`src/rtl/core/isbp_pkg.sv`:
```
`timescale 1ns / 1ps
// ----------------------------------------------------------------------------
// isbp_pkg
// Shared types, codes and pixel classing for the bitplane packer.
// ----------------------------------------------------------------------------
package isbp_pkg;

  localparam logic [7:0] MARK_FIRST  = 8'h21;  // '!'
  localparam logic [7:0] MARK_SECOND = 8'h49;  // 'I'

  localparam logic [7:0] DEPTH_RGB888 = 8'd24;
  localparam logic [7:0] DEPTH_RGB565 = 8'd16;
  localparam logic [7:0] DEPTH_MONO   = 8'd1;
  localparam logic [7:0] DEPTH_GRAY2  = 8'd2;

  localparam logic [1:0] FMT_RGB888 = 2'd0;
  localparam logic [1:0] FMT_RGB565 = 2'd1;
  localparam logic [1:0] FMT_MONO   = 2'd2;
  localparam logic [1:0] FMT_GRAY2  = 2'd3;

  localparam logic [1:0] PIX2_WHITE = 2'b01;
  localparam logic [1:0] PIX2_COLOR = 2'b10;

  localparam logic KIND_PACKED = 1'b0;
  localparam logic KIND_ERROR  = 1'b1;

  localparam logic [7:0] CHAN_THRESH = 8'h80;
  localparam logic [7:0] ACC_INIT    = 8'hFF;
  localparam logic [7:0] BIT_LEFT    = 8'h80;

  typedef struct packed {
    logic        kind;
    logic [7:0]  mono;
    logic [7:0]  color;
    logic [15:0] row;
    logic [12:0] bcol;
    logic        rend;
    logic        fend;
  } res_t;

  typedef struct packed {
    logic load;   // take a new item into the byte register
    logic step;   // do one header byte, one RGB byte or one pixel
    logic flush;  // release the held result as the item's last one
  } dp_cmd_t;

  typedef struct packed {
    logic emit;        // current step makes a result
    logic byte_done;   // current step finishes the item
    logic pend_valid;  // a result waits in the hold register
    logic out_free;    // output register can take a result this cycle
  } dp_status_t;

  // {white, colored} for one RGB pixel
  function automatic logic [1:0] classify(input logic [7:0] r, input logic [7:0] g,
                                          input logic [7:0] b);
    logic rh, gh, bh;
    rh = (r > CHAN_THRESH);
    gh = (g > CHAN_THRESH);
    bh = (b > CHAN_THRESH);
    return {rh && gh && bh, rh || (gh && bh)};
  endfunction

endpackage

```
`src/rtl/core/isbp_ctrl.sv`:
```
`timescale 1ns / 1ps
// ----------------------------------------------------------------------------
// isbp_ctrl
// Sequencer: takes an item, steps the datapath, releases the held result.
// ----------------------------------------------------------------------------
module isbp_ctrl import isbp_pkg::*; (
  input  logic       clk,
  input  logic       rst_n,
  input  logic       in_valid,
  output logic       in_stall,
  input  dp_status_t sts,
  output dp_cmd_t    cmd
);

  typedef enum logic [1:0] {S_IDLE, S_STEP, S_FLUSH} state_t;

  state_t state_r, state_nxt;

  always_comb begin
    cmd       = '0;
    state_nxt = state_r;
    case (state_r)
      S_IDLE: begin
        if (in_valid) begin
          cmd.load  = 1'b1;
          state_nxt = S_STEP;
        end
      end
      S_STEP: begin
        // a new result pushes the held one out, so the output must be free
        if (!(sts.emit && sts.pend_valid && !sts.out_free)) begin
          cmd.step = 1'b1;
          if (sts.byte_done) begin
            state_nxt = (sts.emit || sts.pend_valid) ? S_FLUSH : S_IDLE;
          end
        end
      end
      S_FLUSH: begin
        if (!sts.pend_valid) begin
          state_nxt = S_IDLE;
        end else if (sts.out_free) begin
          cmd.flush = 1'b1;
          state_nxt = S_IDLE;
        end
      end
      default: state_nxt = S_IDLE;
    endcase
  end

  always_ff @(posedge clk) begin
    if (!rst_n) begin
      state_r <= S_IDLE;
    end else begin
      state_r <= state_nxt;
    end
  end

  assign in_stall = (state_r != S_IDLE);

endmodule

```
`src/rtl/core/isbp_dp.sv`:
```
`timescale 1ns / 1ps
// ----------------------------------------------------------------------------
// isbp_dp
// Header parser, pixel classer, plane accumulators and result registers.
// ----------------------------------------------------------------------------
module isbp_dp import isbp_pkg::*; (
  input  logic       clk,
  input  logic       rst_n,
  input  logic [7:0] in_data_byte,
  input  dp_cmd_t    cmd,
  output dp_status_t sts,
  input  logic       out_stall,
  output logic       out_valid,
  output res_t       out_res,
  output logic       out_last
);

  typedef enum logic [2:0] {
    PH_HUNT, PH_MARK, PH_DEPTH, PH_WLO, PH_WHI, PH_HLO, PH_HHI, PH_PIX
  } phase_t;

  phase_t      phase_r, phase_nxt;
  logic [1:0]  fmt_r, fmt_nxt;
  logic [15:0] width_r, width_nxt;
  logic [15:0] height_r, height_nxt;
  logic [15:0] col_r, col_nxt;
  logic [15:0] row_r, row_nxt;
  logic [15:0] held_r, held_nxt;
  logic [1:0]  held_cnt_r, held_cnt_nxt;
  logic [7:0]  mono_r, mono_nxt;
  logic [7:0]  color_r, color_nxt;
  logic [7:0]  data_r;
  logic [2:0]  pix_r, pix_nxt;

  logic        pend_valid_r;
  res_t        pend_res_r;
  logic        out_valid_r;
  res_t        out_res_r;
  logic        out_last_r;

  logic        emit, byte_done, do_pack, px_white, px_col;
  res_t        res;
  logic [7:0]  mask, mono_m, color_m, sh1, sh2;
  logic [15:0] h_new, c565;
  logic        rend, fend, out_free, load_out;

  assign mask = BIT_LEFT >> col_r[2:0];
  assign rend = (({1'b0, col_r} + 17'd1) == {1'b0, width_r});
  assign fend = rend && (({1'b0, row_r} + 17'd1) == {1'b0, height_r});
  assign sh1  = data_r << pix_r;
  assign sh2  = data_r << {pix_r[1:0], 1'b0};
  assign h_new = {data_r, height_r[7:0]};
  assign c565  = {data_r, held_r[7:0]};

  always_comb begin
    phase_nxt    = phase_r;
    fmt_nxt      = fmt_r;
    width_nxt    = width_r;
    height_nxt   = height_r;
    col_nxt      = col_r;
    row_nxt      = row_r;
    held_nxt     = held_r;
    held_cnt_nxt = held_cnt_r;
    mono_nxt     = mono_r;
    color_nxt    = color_r;
    pix_nxt      = pix_r;
    emit         = 1'b0;
    byte_done    = 1'b1;
    res          = '0;
    do_pack      = 1'b0;
    px_white     = 1'b0;
    px_col       = 1'b0;
    mono_m       = mono_r;
    color_m      = color_r;

    case (phase_r)
      PH_HUNT: phase_nxt = (data_r == MARK_FIRST) ? PH_MARK : PH_HUNT;
      PH_MARK: phase_nxt = (data_r == MARK_SECOND) ? PH_DEPTH : PH_HUNT;
      PH_DEPTH: begin
        phase_nxt = PH_WLO;
        case (data_r)
          DEPTH_RGB888: fmt_nxt = FMT_RGB888;
          DEPTH_RGB565: fmt_nxt = FMT_RGB565;
          DEPTH_MONO:   fmt_nxt = FMT_MONO;
          DEPTH_GRAY2:  fmt_nxt = FMT_GRAY2;
          default: begin
            emit      = 1'b1;
            res.kind  = KIND_ERROR;
            phase_nxt = PH_HUNT;
          end
        endcase
      end
      PH_WLO: begin
        width_nxt = {8'h00, data_r};
        phase_nxt = PH_WHI;
      end
      PH_WHI: begin
        width_nxt = {data_r, width_r[7:0]};
        phase_nxt = PH_HLO;
      end
      PH_HLO: begin
        height_nxt = {8'h00, data_r};
        phase_nxt  = PH_HHI;
      end
      PH_HHI: begin
        height_nxt = h_new;
        if (width_r == 16'd0 || h_new == 16'd0) begin
          phase_nxt = PH_HUNT;
        end else begin
          col_nxt      = '0;
          row_nxt      = '0;
          held_nxt     = '0;
          held_cnt_nxt = '0;
          mono_nxt     = ACC_INIT;
          color_nxt    = ACC_INIT;
          phase_nxt    = PH_PIX;
        end
      end
      PH_PIX: begin
        case (fmt_r)
          FMT_RGB888: begin
            if (held_cnt_r < 2'd2) begin
              held_nxt     = (held_cnt_r == 2'd0) ? {8'h00, data_r}
                                                  : {data_r, held_r[7:0]};
              held_cnt_nxt = held_cnt_r + 2'd1;
            end else begin
              held_cnt_nxt         = '0;
              {px_white, px_col}   = classify(held_r[7:0], held_r[15:8], data_r);
              do_pack              = 1'b1;
            end
          end
          FMT_RGB565: begin
            if (held_cnt_r == 2'd0) begin
              held_nxt     = {8'h00, data_r};
              held_cnt_nxt = 2'd1;
            end else begin
              held_cnt_nxt       = '0;
              {px_white, px_col} = classify({c565[15:11], 3'b000},
                                            {c565[10:5], 2'b00},
                                            {c565[4:0], 3'b000});
              do_pack            = 1'b1;
            end
          end
          FMT_MONO: begin
            px_white = sh1[7];
            do_pack  = 1'b1;
          end
          default: begin
            px_white = (sh2[7:6] == PIX2_WHITE);
            px_col   = (sh2[7:6] == PIX2_COLOR);
            do_pack  = 1'b1;
          end
        endcase
      end
      default: phase_nxt = PH_HUNT;
    endcase

    if (do_pack) begin
      if (!px_white) begin
        if (px_col && fmt_r != FMT_MONO) begin
          color_m = color_r & ~mask;
        end else begin
          mono_m = mono_r & ~mask;
        end
      end
      if (col_r[2:0] == 3'd7 || rend) begin
        emit      = 1'b1;
        res.kind  = KIND_PACKED;
        res.mono  = mono_m;
        res.color = color_m;
        res.row   = row_r;
        res.bcol  = col_r[15:3];
        res.rend  = rend;
        res.fend  = fend;
        mono_nxt  = ACC_INIT;
        color_nxt = ACC_INIT;
      end else begin
        mono_nxt  = mono_m;
        color_nxt = color_m;
      end
      col_nxt = col_r + 16'd1;
      if (rend) begin
        col_nxt = '0;
        row_nxt = row_r + 16'd1;
      end
      if (fend) begin
        phase_nxt = PH_HUNT;
      end
      // sub-byte formats walk the pixels of the item one per step
      if (fmt_r == FMT_MONO) begin
        byte_done = (pix_r == 3'd7) || fend;
      end else if (fmt_r == FMT_GRAY2) begin
        byte_done = (pix_r == 3'd3) || fend;
      end
      pix_nxt = byte_done ? 3'd0 : pix_r + 3'd1;
    end
  end

  assign out_free = !out_valid_r || !out_stall;
  assign load_out = (cmd.step && emit && pend_valid_r) || cmd.flush;

  assign sts.emit       = emit;
  assign sts.byte_done  = byte_done;
  assign sts.pend_valid = pend_valid_r;
  assign sts.out_free   = out_free;

  always_ff @(posedge clk) begin
    if (!rst_n) begin
      phase_r      <= PH_HUNT;
      fmt_r        <= FMT_RGB888;
      width_r      <= '0;
      height_r     <= '0;
      col_r        <= '0;
      row_r        <= '0;
      held_r       <= '0;
      held_cnt_r   <= '0;
      mono_r       <= ACC_INIT;
      color_r      <= ACC_INIT;
      pix_r        <= '0;
      pend_valid_r <= 1'b0;
      out_valid_r  <= 1'b0;
    end else begin
      if (cmd.load) begin
        pix_r <= '0;
      end
      if (cmd.step) begin
        phase_r    <= phase_nxt;
        fmt_r      <= fmt_nxt;
        width_r    <= width_nxt;
        height_r   <= height_nxt;
        col_r      <= col_nxt;
        row_r      <= row_nxt;
        held_r     <= held_nxt;
        held_cnt_r <= held_cnt_nxt;
        mono_r     <= mono_nxt;
        color_r    <= color_nxt;
        pix_r      <= pix_nxt;
        if (emit) begin
          pend_valid_r <= 1'b1;
        end
      end
      if (cmd.flush) begin
        pend_valid_r <= 1'b0;
      end
      if (load_out) begin
        out_valid_r <= 1'b1;
      end else if (!out_stall) begin
        out_valid_r <= 1'b0;
      end
    end
  end

  // payload registers
  always_ff @(posedge clk) begin
    if (cmd.load) begin
      data_r <= in_data_byte;
    end
    if (load_out) begin
      out_res_r  <= pend_res_r;
      out_last_r <= cmd.flush;
    end
    if (cmd.step && emit) begin
      pend_res_r <= res;
    end
  end

  assign out_valid = out_valid_r;
  assign out_res   = out_res_r;
  assign out_last  = out_last_r;

endmodule

```
`src/rtl/core/image_stream_to_bitplane_packer_unit.sv`:
```
`timescale 1ns / 1ps
// ----------------------------------------------------------------------------
// image_stream_to_bitplane_packer_unit
// Parses a byte stream image transfer and packs black and color bitplanes.
// ----------------------------------------------------------------------------
// Usage:
//   Input channel (in_valid / in_stall / in_data_byte) takes one stream byte
//   per item. Output channel (out_valid / out_stall / out_*) returns packed
//   plane byte pairs with row, byte column and end flags, or an error item
//   for an unsupported color depth. out_last marks the final result that an
//   input item causes; items that cause no result produce nothing.
// Flow:
//   Each item is loaded into the byte register, then worked one step per
//   cycle unless a result must wait for the output: one step per header
//   byte or RGB byte, one per pixel for 1-bit (8 pixels) and 2-bit (4 pixels)
//   bytes. Results go through a one-entry hold register so the last flag is
//   known; an item that produced results ends by releasing the held one.
//   A new item is taken only once the last one is worked and released.
//   The pixel sequencer is the limit; sub-byte pixels go one per step.
//   Results show in the cycle after release into the output register.
// Reset: rst_n (synchronous, active low) returns to the marker hunt with the
//   plane accumulators set to all ones and the output empty.
// Stall: out_stall holds the output register; the sequencer waits when a new
//   result would displace the held one, or the held one cannot be released, and in_stall stays high.
// ----------------------------------------------------------------------------
module image_stream_to_bitplane_packer_unit import isbp_pkg::*; (
  input  logic        clk,
  input  logic        rst_n,
  input  logic        in_valid,
  output logic        in_stall,
  input  logic [7:0]  in_data_byte,
  output logic        out_valid,
  input  logic        out_stall,
  output logic        out_kind,
  output logic [7:0]  out_mono_byte,
  output logic [7:0]  out_chroma_byte,
  output logic [15:0] out_row,
  output logic [12:0] out_byte_column,
  output logic        out_row_end,
  output logic        out_frame_end,
  output logic        out_last
);

  dp_cmd_t    cmd;
  dp_status_t sts;
  res_t       res;

  // sequencer: load, step, release
  isbp_ctrl u_ctrl (
    .clk      (clk),
    .rst_n    (rst_n),
    .in_valid (in_valid),
    .in_stall (in_stall),
    .sts      (sts),
    .cmd      (cmd)
  );

  // header registers, pixel classer, accumulators, hold and output registers
  isbp_dp u_dp (
    .clk          (clk),
    .rst_n        (rst_n),
    .in_data_byte (in_data_byte),
    .cmd          (cmd),
    .sts          (sts),
    .out_stall    (out_stall),
    .out_valid    (out_valid),
    .out_res      (res),
    .out_last     (out_last)
  );

  assign out_kind        = res.kind;
  assign out_mono_byte   = res.mono;
  assign out_chroma_byte = res.color;
  assign out_row         = res.row;
  assign out_byte_column = res.bcol;
  assign out_row_end     = res.rend;
  assign out_frame_end   = res.fend;

endmodule
```
`config.mk`:
```
export PLATFORM = sky130hd
export DESIGN_NAME = image_stream_to_bitplane_packer_unit
export DESIGN_NICKNAME = d
export VERILOG_FILES = /design/src/rtl/core/isbp_pkg.sv /design/src/rtl/core/isbp_ctrl.sv /design/src/rtl/core/isbp_dp.sv /design/src/rtl/core/image_stream_to_bitplane_packer_unit.sv
export SDC_FILE = /design/constraint.sdc
export NUM_CORES = 1
export LEC_CHECK = 0
export BUFFER_PORTS_ARGS = -buffer_cell sky130_fd_sc_hd__buf_2
export CAP_MARGIN = 20
export CORE_UTILIZATION = 29
export DETAILED_ROUTE_END_ITERATION = 8
export HOLD_SLACK_MARGIN = 0.03
export MAX_ROUTING_LAYER = met4
export SYNTH_ARGS = -nofsm -noshare
export SYNTH_HDL_FRONTEND = slang
export SYNTH_HIERARCHICAL = 1
export SYNTH_SLANG_ARGS = --single-unit
export TNS_END_PERCENT = 1
```
`constraint.sdc`:
```
create_clock -name clk -period 5.95 [get_ports clk]
set_input_delay 0.595 -clock clk [delete_from_list [all_inputs] [get_ports clk]]
set_output_delay 0.595 -clock clk [all_outputs]
set_load 0.02 [all_outputs]
```
-- Word-level counts from Yosys, hierarchy flattened
Cells that the tools add are included.
- register bits after elaboration: 215
- logic and storage cells: 225
- output and inout port bits: 51
- bits of input ports: 12
- bitwise operators: 6
- reductions and logical operators: 52
- shift operators: 3
- magnitude comparators: 7
- multiplexer cells: 80
- add/subtract/negate cells: 6
- equality and inequality tests: 38
- operators with widths (operator ; number):
    16-bit 2-to-1 mux ; 11
    16-bit one-hot mux with 2 select lines ; 4
    48-bit 2-to-1 mux ; 2
    8-bit 2-to-1 mux ; 10
    8-bit > comparator, second input constant ; 6
    16-bit by 1-bit adder with 17-bit output, second input constant ; 2
    17-bit by 16-bit equality test with 1-bit output ; 2
    16-bit by 1-bit adder with 16-bit output, second input constant ; 2
    16-bit zero test ; 2
    1-bit 2-to-1 mux ; 28
    3-bit 2-to-1 mux ; 7
    3-bit one-hot mux with 7 select lines ; 1
    2-bit 2-to-1 mux ; 10
    3-bit equality test, second input constant ; 6
    8-bit AND ; 2
    8-bit by 5-bit equality test with 1-bit output, second input constant ; 2
    8-bit by 3-bit left shift with 8-bit output ; 2
    1-bit logical AND ; 12
    3-bit by 2-bit != test with 1-bit output, second input constant ; 4
    3-bit AND reduction ; 4
    2-bit nonzero test ; 6
    2-bit != test, second input constant ; 5
    2-bit AND reduction ; 5
    3-bit by 2-bit equality test with 1-bit output, second input constant ; 3
    other kinds (30) ; 54

-- Logic depth before layout (Yosys ltp)
Gate-level depths: netlist of run 1.
- word-level depth: 14
- depth in mapped cells: 18
- gate-level depth less buffers: 14

-- Modules after synthesis
Netlist of run 1, hierarchy kept.
- modules (own cells, without submodules) (module ; times used ; seq. area each (um2) ; area an instance (um2) ; cells an instance):
    isbp_dp ; 1 ; 5315.1 ; 10087.2 ; 984
    isbp_ctrl ; 1 ; 40.0 ; 142.6 ; 18

-- Worst setup path after synthesis of run 1
Ideal clock, no wire load.
- kind: register to register
- from: register u_dp.col_r[2]
- to: register u_dp.out_last_r, in the netlist u_dp/out_last (enable)
- required time: 5.484 ns
- period minus slack after synthesis: 5.825 ns
- path buffers: 5
- cell stages (with the launch flop): 17
- library setup time: 0.466 ns
- path slack: 0.125 ns
- data arrival time: 5.359 ns
- cell sequence: dfxtp_1 > clkbuf_1 > inv_1 > ha_1 > xnor2_1 > nor3_1 > nand4_1 > o41ai_4 > a21oi_1 > inv_1 > buf_4 > a21oi_1 > clkbuf_1 > clkbuf_1 > clkbuf_1 > nand2_1 > o21bai_1
- RTL lines (element ; line ; source):
    start, declared ; isbp_dp.sv:26 ; logic [15:0] col_r, col_nxt;
    start signal, assigned ; isbp_dp.sv:231 ; col_r <= col_nxt;
    end signal, assigned ; isbp_dp.sv:260 ; out_last_r <= cmd.flush;
    end, declared ; isbp_dp.sv:39 ; logic out_last_r;

==> results_dict.tcl, run 1 <==
set metrics [dict create \
    start_util 0.295 \
    h-tree-depth 1 \
    status "completed" \
    async_flop_share 0 \
    synthToLayoutAreaGrowth_pct 13.7 \
    worst-endpoint-required_ns 6.32 \
    synth-edff-count 105 \
    p_leak_nw 4.16 \
    die_x_um 190 \
    cts_resized 0 \
    worstReg2RegEnd "u_dp/width_r[15]" \
    grt_util_all_layers 0.140 \
    diodes 0 \
    clockBufferDepth 3 \
    nNetsFinal 1043 \
    ant_nets 0 \
    finalSetupViolCount 0 \
    cts-root-buf "clkbuf_16" \
    syn_avg_cell_area_um2 10.2 \
    overflow 0 \
    power_density_nw_per_um2 264 \
    grt_pass1_vias 7408 \
    critPathCaptureType "flop" \
    final-hold-violation-count 0 \
    grt_pass1_wl_mm 39.9 \
    dieHeight_um 190 \
    cts-hold-fix-buffers 0 \
    yosysUniqueCellTypes 85 \
    tightest_slew_ns 1.02 \
    rsz0062_at_grt "false" \
    globalplace.congestion 0.851 \
    ys_ff_latch 215 \
    dieArea_um2 36000 \
    synth-seq-area-share 0.523 \
    synthCells 1002 \
    portBuffers 62 \
    ff2ff_setup_slack_ns 1.40 \
    crit_path_max_fanout 26 \
    fin_crit_sh 0.764 \
    syn-num-nets 1024 \
    yosysWarnings 6 \
    cts_sinks 215 \
    cts_setup_buffers 0 \
    hold_depth 1 \
    num_rows 68 \
    power_mw 3.07 \
    hold_path.class "primary input to flop" \
    fin_hold_ws_ns 0.252 \
    irDropWorstVdd_mv 0.165 \
    max_freq_mhz 220 \
    drtIter0Drc 659 \
    r2r_start "u_dp/col_r[2]" \
    ios 63 \
    cts_tree "built" \
    drive_above_1_share 0.138 \
    final_common_cell "dfxtp_1" \
    cp-startpoint "u_dp/col_r[2]" \
    clock_skew_ns 0.0273 \
    arrival_ns 4.92 \
    endpoint "u_dp/width_r[15]" \
    crit_type "flop to flop" \
    firstDrtPassIters 5 \
    antenna_found_initial 0 \
    cp-start-kind "flop" \
    routedWlPerCell_um 16.4 \
    coreArea_um2 34600 \
    synth_area_um2 10200 \
    ys_dominant_reg_cell "dfxtp_1" \
    clk_pin_slew_worst_paths_ns 0.06 \
    wirelength_mm 24.5 \
    viasPerCell 5.18 \
    maxCapViolations 0 \
    drc 0 \
    relSlewSlack 0.318 \
    r2r_cells 14 \
    tns_ns 0 \
    clkLatencyLatePin_ns 0.52 \
    min_period_ns 4.55 \
    report.final.slew_viol_count 0 \
    final_cell_mix "110 x dfxtp_1, 105 x edfxtp_1, 81 x nand2_1" \
    num_vias 7736 \
    dp_hpwl_mm 16.4 \
    grt_max_degree 59 \
    cts_buffers 23 \
]
[how the worst min path moves through the flow]
stage / from / to / slack, ns
detailed placement: u_dp/pend_res_r[21] / u_dp/out_res[21] / 0.40
CTS: in_data_byte[2] / u_dp/data_r[2] / 0.24
global route: in_data_byte[2] / u_dp/data_r[2] / 0.24
global placement: u_dp/pend_res_r[5] / u_dp/out_res[5] / 0.40
finish: in_data_byte[2] / u_dp/data_r[2] / 0.25
floorplan: u_dp/pend_res_r[0] / u_dp/out_res[0] / 0.40
[power by group]
group,leakage [nW],total [mW],internal (mW),switching [mW]
clock,0.370,1.46,0.863,0.599
combinational,1.85,0.0485,0.0155,0.0330
sequential,1.93,1.56,1.54,0.0172
total,4.16,3.07,2.42,0.649
[sequential cells by signal, summed over array words and instances, names as in the netlist]
name	cells
u_dp/pend_res_r	48
u_dp/phase_r	3
u_dp/width_r	16
u_dp/height_r	16
u_dp/fmt_r	2
u_dp/out_valid	1
u_dp/held_r	16
u_dp/out_res	48
u_dp/held_cnt_r	2
u_dp/col_r	16
u_dp/row_r	16
u_dp/color_r	8
u_dp/data_r	8
u_dp/out_last	1
u_dp/pend_valid_r	1
u_ctrl/state_r	2
u_dp/mono_r	8
u_dp/pix_r	3
[cell usage after synthesis (6+ instances only)]
library cell  number  share of area
dfxtp_1          110           0.22
edfxtp_1         105           0.31
nand2_1           81          0.030
nor2_1            69          0.025
nand3_1           54          0.026
a21oi_1           53          0.026
clkbuf_1          43          0.016
and3_1            41          0.025
o21ai_0           34          0.017
xnor2_1           30          0.026
nor3_1            26          0.013
a31oi_1           25          0.015
buf_2             24          0.012
inv_1             24         0.0088
nand4_1           18          0.011
or3_1             18          0.011
a22oi_1           17          0.012
o211a_1           16          0.016
nor4_1            15         0.0092
o31ai_1           14          0.010
xor2_1            14          0.012
nand2b_1          13         0.0080
ha_1              10          0.012
o21ai_1            9         0.0044
buf_4              8         0.0059
a21o_1             6         0.0044
mux2i_1            6         0.0059
nor2b_1            6         0.0037
[kinds of logic (layout without fill, tap and decap cells)]
family          after synthesis  in the layout  share of synthesized area
fa+ha+maj                    10             10                     0.0122
xor+xnor                     44             44                     0.0377
flops                       215            215                      0.523
compound gates              228            228                      0.156
mux                          10             10                     0.0147
buf+inv                     102            138                     0.0455
simple gates                393            393                      0.211
[critical path, cell delays in order, from the launching register on]
cell     delay, ns
dfxtp_1       0.69
nand3_4       0.34
nor3_2        0.33
mux2i_1       0.13
o21ai_1       0.37
o41ai_4       0.14
a21oi_1       0.57
inv_1         0.20
a21oi_2       0.16
buf_4         0.27
nand2_1       0.11
nor2_1        0.51
nor2_1        0.28
a22oi_1       0.22
nor2_1        0.06
[final cells by class]
| type | count | area [um^2] |
|---|---|---|
| timing repair buffer | 72 | 398 |
| inverter | 24 | 90.1 |
| clock inverter | 14 | 171 |
| clock buffer | 28 | 604 |
| sequential | 215 | 5360 |
| multi-input combinational | 685 | 4440 |
| tap | 455 | 569 |
| fill | 3484 | 23000 |
[per-layer routing]
layer	share of wire	track usage	routed length [um]
met2	0.48	0.231	11800
met1	0.46	0.181	11200
met4	0.020	0.0385	493
met3	0.042	0.0159	1030
met5	0	-	0
[stage by stage]
stage                util  setup slack, ns  area, um^2  std cells
detailed placement  0.314             1.46       10900       1451
floorplan               -            0.125       10200       1002
global placement    0.314             1.53       10900       1451
finish              0.336             1.40       11600       1493
CTS                 0.336             1.41       11600       1493
global route        0.336            0.966       11600       1493
No activity file was read; power rests on OpenSTA's default activity.
==> inputs of run 2 (changes only) <==
==> constraint.sdc (replaced) <==
create_clock -name clk -period 4 [get_ports clk]
set_input_delay 0.4 -clock clk [delete_from_list [all_inputs] [get_ports clk]]
set_output_delay 0.4 -clock clk [all_outputs]
set_load 0.02 [all_outputs]
==> results_dict.tcl, run 2 (same netlist as run 1, synthesis figures left out) <==
set metrics [dict create \
    stdcell_area_um2 11700 \
    arrival_ns 4.24 \
    nNetsFinal 1060 \
    clk_pin_slew_worst_paths_ns 0.06 \
    final_common_cell "dfxtp_1" \
    r2r_start "u_dp/col_r[0]" \
    ff2ff_setup_slack_ns 0.20 \
    routedWlPerCell_um 16.5 \
    cpMostUsedCell "nor2_1" \
    placed_cells_incl_taps 1468 \
    fin_crit_sh 0.949 \
    cp-start-kind "flop" \
    max_freq_mhz 263 \
    final_cell_mix "110 x dfxtp_1, 105 x edfxtp_1, 81 x nand2_1" \
    hold_path_end "u_dp/data_r[1]" \
    multi_input_area_um2 4450 \
    fin_util 0.338 \
    min_period_ns 3.80 \
    dieArea_um2 36000 \
    crit_path_max_fanout 23 \
    num_rows 68 \
    cts-root-buf "clkbuf_16" \
    grt_max_degree 59 \
    critPathCaptureType "flop" \
    crit_type "flop to flop" \
    slowest_stage "dfxtp_1" \
    dieHeight_um 190 \
    drc 0 \
    cp-startpoint "u_dp/col_r[0]" \
    synthToLayoutAreaGrowth_pct 14.5 \
    grt_util_met3 0.0179 \
    grt_util_all_layers 0.142 \
    viasPerCell 5.16 \
    report.final.slew_viol_count 0 \
    grtUsageMet1 0.179 \
    start_util 0.295 \
    cts_buffers 23 \
    final-hold-violation-count 0 \
    globalplace.congestion 0.862 \
    finalSetupViolCount 0 \
    worst-endpoint-required_ns 4.44 \
    hp-start "in_data_byte[1]" \
    cts-hold-fix-buffers 0 \
    clock_skew_ns 0.0194 \
    status "completed" \
    portBuffers 62 \
    grt_pass1_wl_mm 40.4 \
    cts_tree "built" \
    overflow 0 \
    firstDrtPassIters 5 \
    placed_area_um2 11000 \
    clockBufferDepth 3 \
    power_density_nw_per_um2 375 \
    ant_nets 0 \
    worstReg2RegEnd "u_dp/height_r[14]" \
    hold_depth 1 \
    clkLatencyLatePin_ns 0.52 \
    wirelength_mm 25.0 \
    fin_cells 1514 \
    cts_sinks 215 \
    tightest_slew_ns 0.923 \
    antenna_found_initial 4 \
    rsz0062_at_grt "true" \
    r2r_cells 15 \
    die_x_um 190 \
    h-tree-depth 1 \
    grt_pass1_vias 7421 \
    hold_path.class "primary input to flop" \
    num_vias 7810 \
    p_leak_nw 4.21 \
    coreArea_um2 34600 \
    cts_setup_buffers 0 \
    irDropWorstVdd_mv 0.325 \
    relSlewSlack 0.383 \
    cts_resized 0 \
    drtIter0Drc 698 \
    grt_use_met2 0.241 \
    nFillCells 3552 \
    busiest_layer "met2" \
    fin_hold_ws_ns 0.0566 \
    crit_chain "ha_1 > nand4_2 > or3_1 > o31ai_4 > nand4b_2 > o41ai_4 > a21oi_4 > inv_1 > a21oi_2 > buf_12 > nand2b_1 > nor2_1 > nor2_1 > a22oi_1 > nor2_1" \
    drive_above_1_share 0.148 \
    ios 63 \
    regArea_um2 5360 \
    critPathMaxStageDelay_ns 0.51 \
    maxCapViolations 0 \
    dp_hpwl_mm 16.8 \
]
-- run 2: area by class of cell --
type | instances | area share
Sequential cell | 215 | 0.457
Multi-Input combinational cell | 685 | 0.380
Clock buffer | 28 | 0.0507
Tap cell | 455 | 0.0486
Timing Repair Buffer | 89 | 0.0470
Clock inverter | 14 | 0.00833
Inverter | 24 | 0.00769
Antenna cell | 4 | 0.000854
-- run 2: worst max-delay path: cells and delay by family (launching register included) --
family	cells	cell delay, ns
AND/OR/NAND/NOR	7	1.65
adder cells (fa/ha/maj)	1	0.32
buffers and inverters	2	0.32
AO/OA/AOI/OAI	5	0.92
flip-flops	1	0.51
-- run 2: per-layer routing --
layer | vias to the layer above | share of wire
li1 | 3813 | -
met1 | 3793 | 0.45
met2 | 170 | 0.49
met3 | 34 | 0.045
met4 | 0 | 0.016
met5 | - | 0
-- run 2: per-stage QoR --
| step | setup TNS (ns) | power [mW] | setup slack [ns] |
|---|---|---|---|
| floorplan | 0 | 2.41 | 0.0509 |
| global placement | 0 | 2.45 | 0.268 |
| detailed placement | 0 | 2.45 | 0.189 |
| CTS | 0 | 4.45 | 0.150 |
| global route | -1.19 | 4.54 | -0.0954 |
| finish | 0 | 4.39 | 0.202 |
-- run 2: power by group --
group | total (mW) | internal [mW] | switching (mW)
Combinational | 0.0961 | 0.0310 | 0.0651
Sequential | 2.31 | 2.30 | 0.0138
Clock | 1.98 | 1.12 | 0.858
-- run 2: worst max-delay path by stage --
stage | cells after the start | to | slack, ns
2_1_floorplan | 16 | u_dp/out_last | 0.05
3_3_place_gp | 13 | u_dp/row_r[13] | 0.27
3_5_place_dp | 13 | u_dp/row_r[13] | 0.19
4_1_cts | 13 | u_dp/row_r[13] | 0.15
5_1_grt | 15 | u_dp/height_r[14] | -0.1
6_report | 15 | u_dp/height_r[14] | 0.20
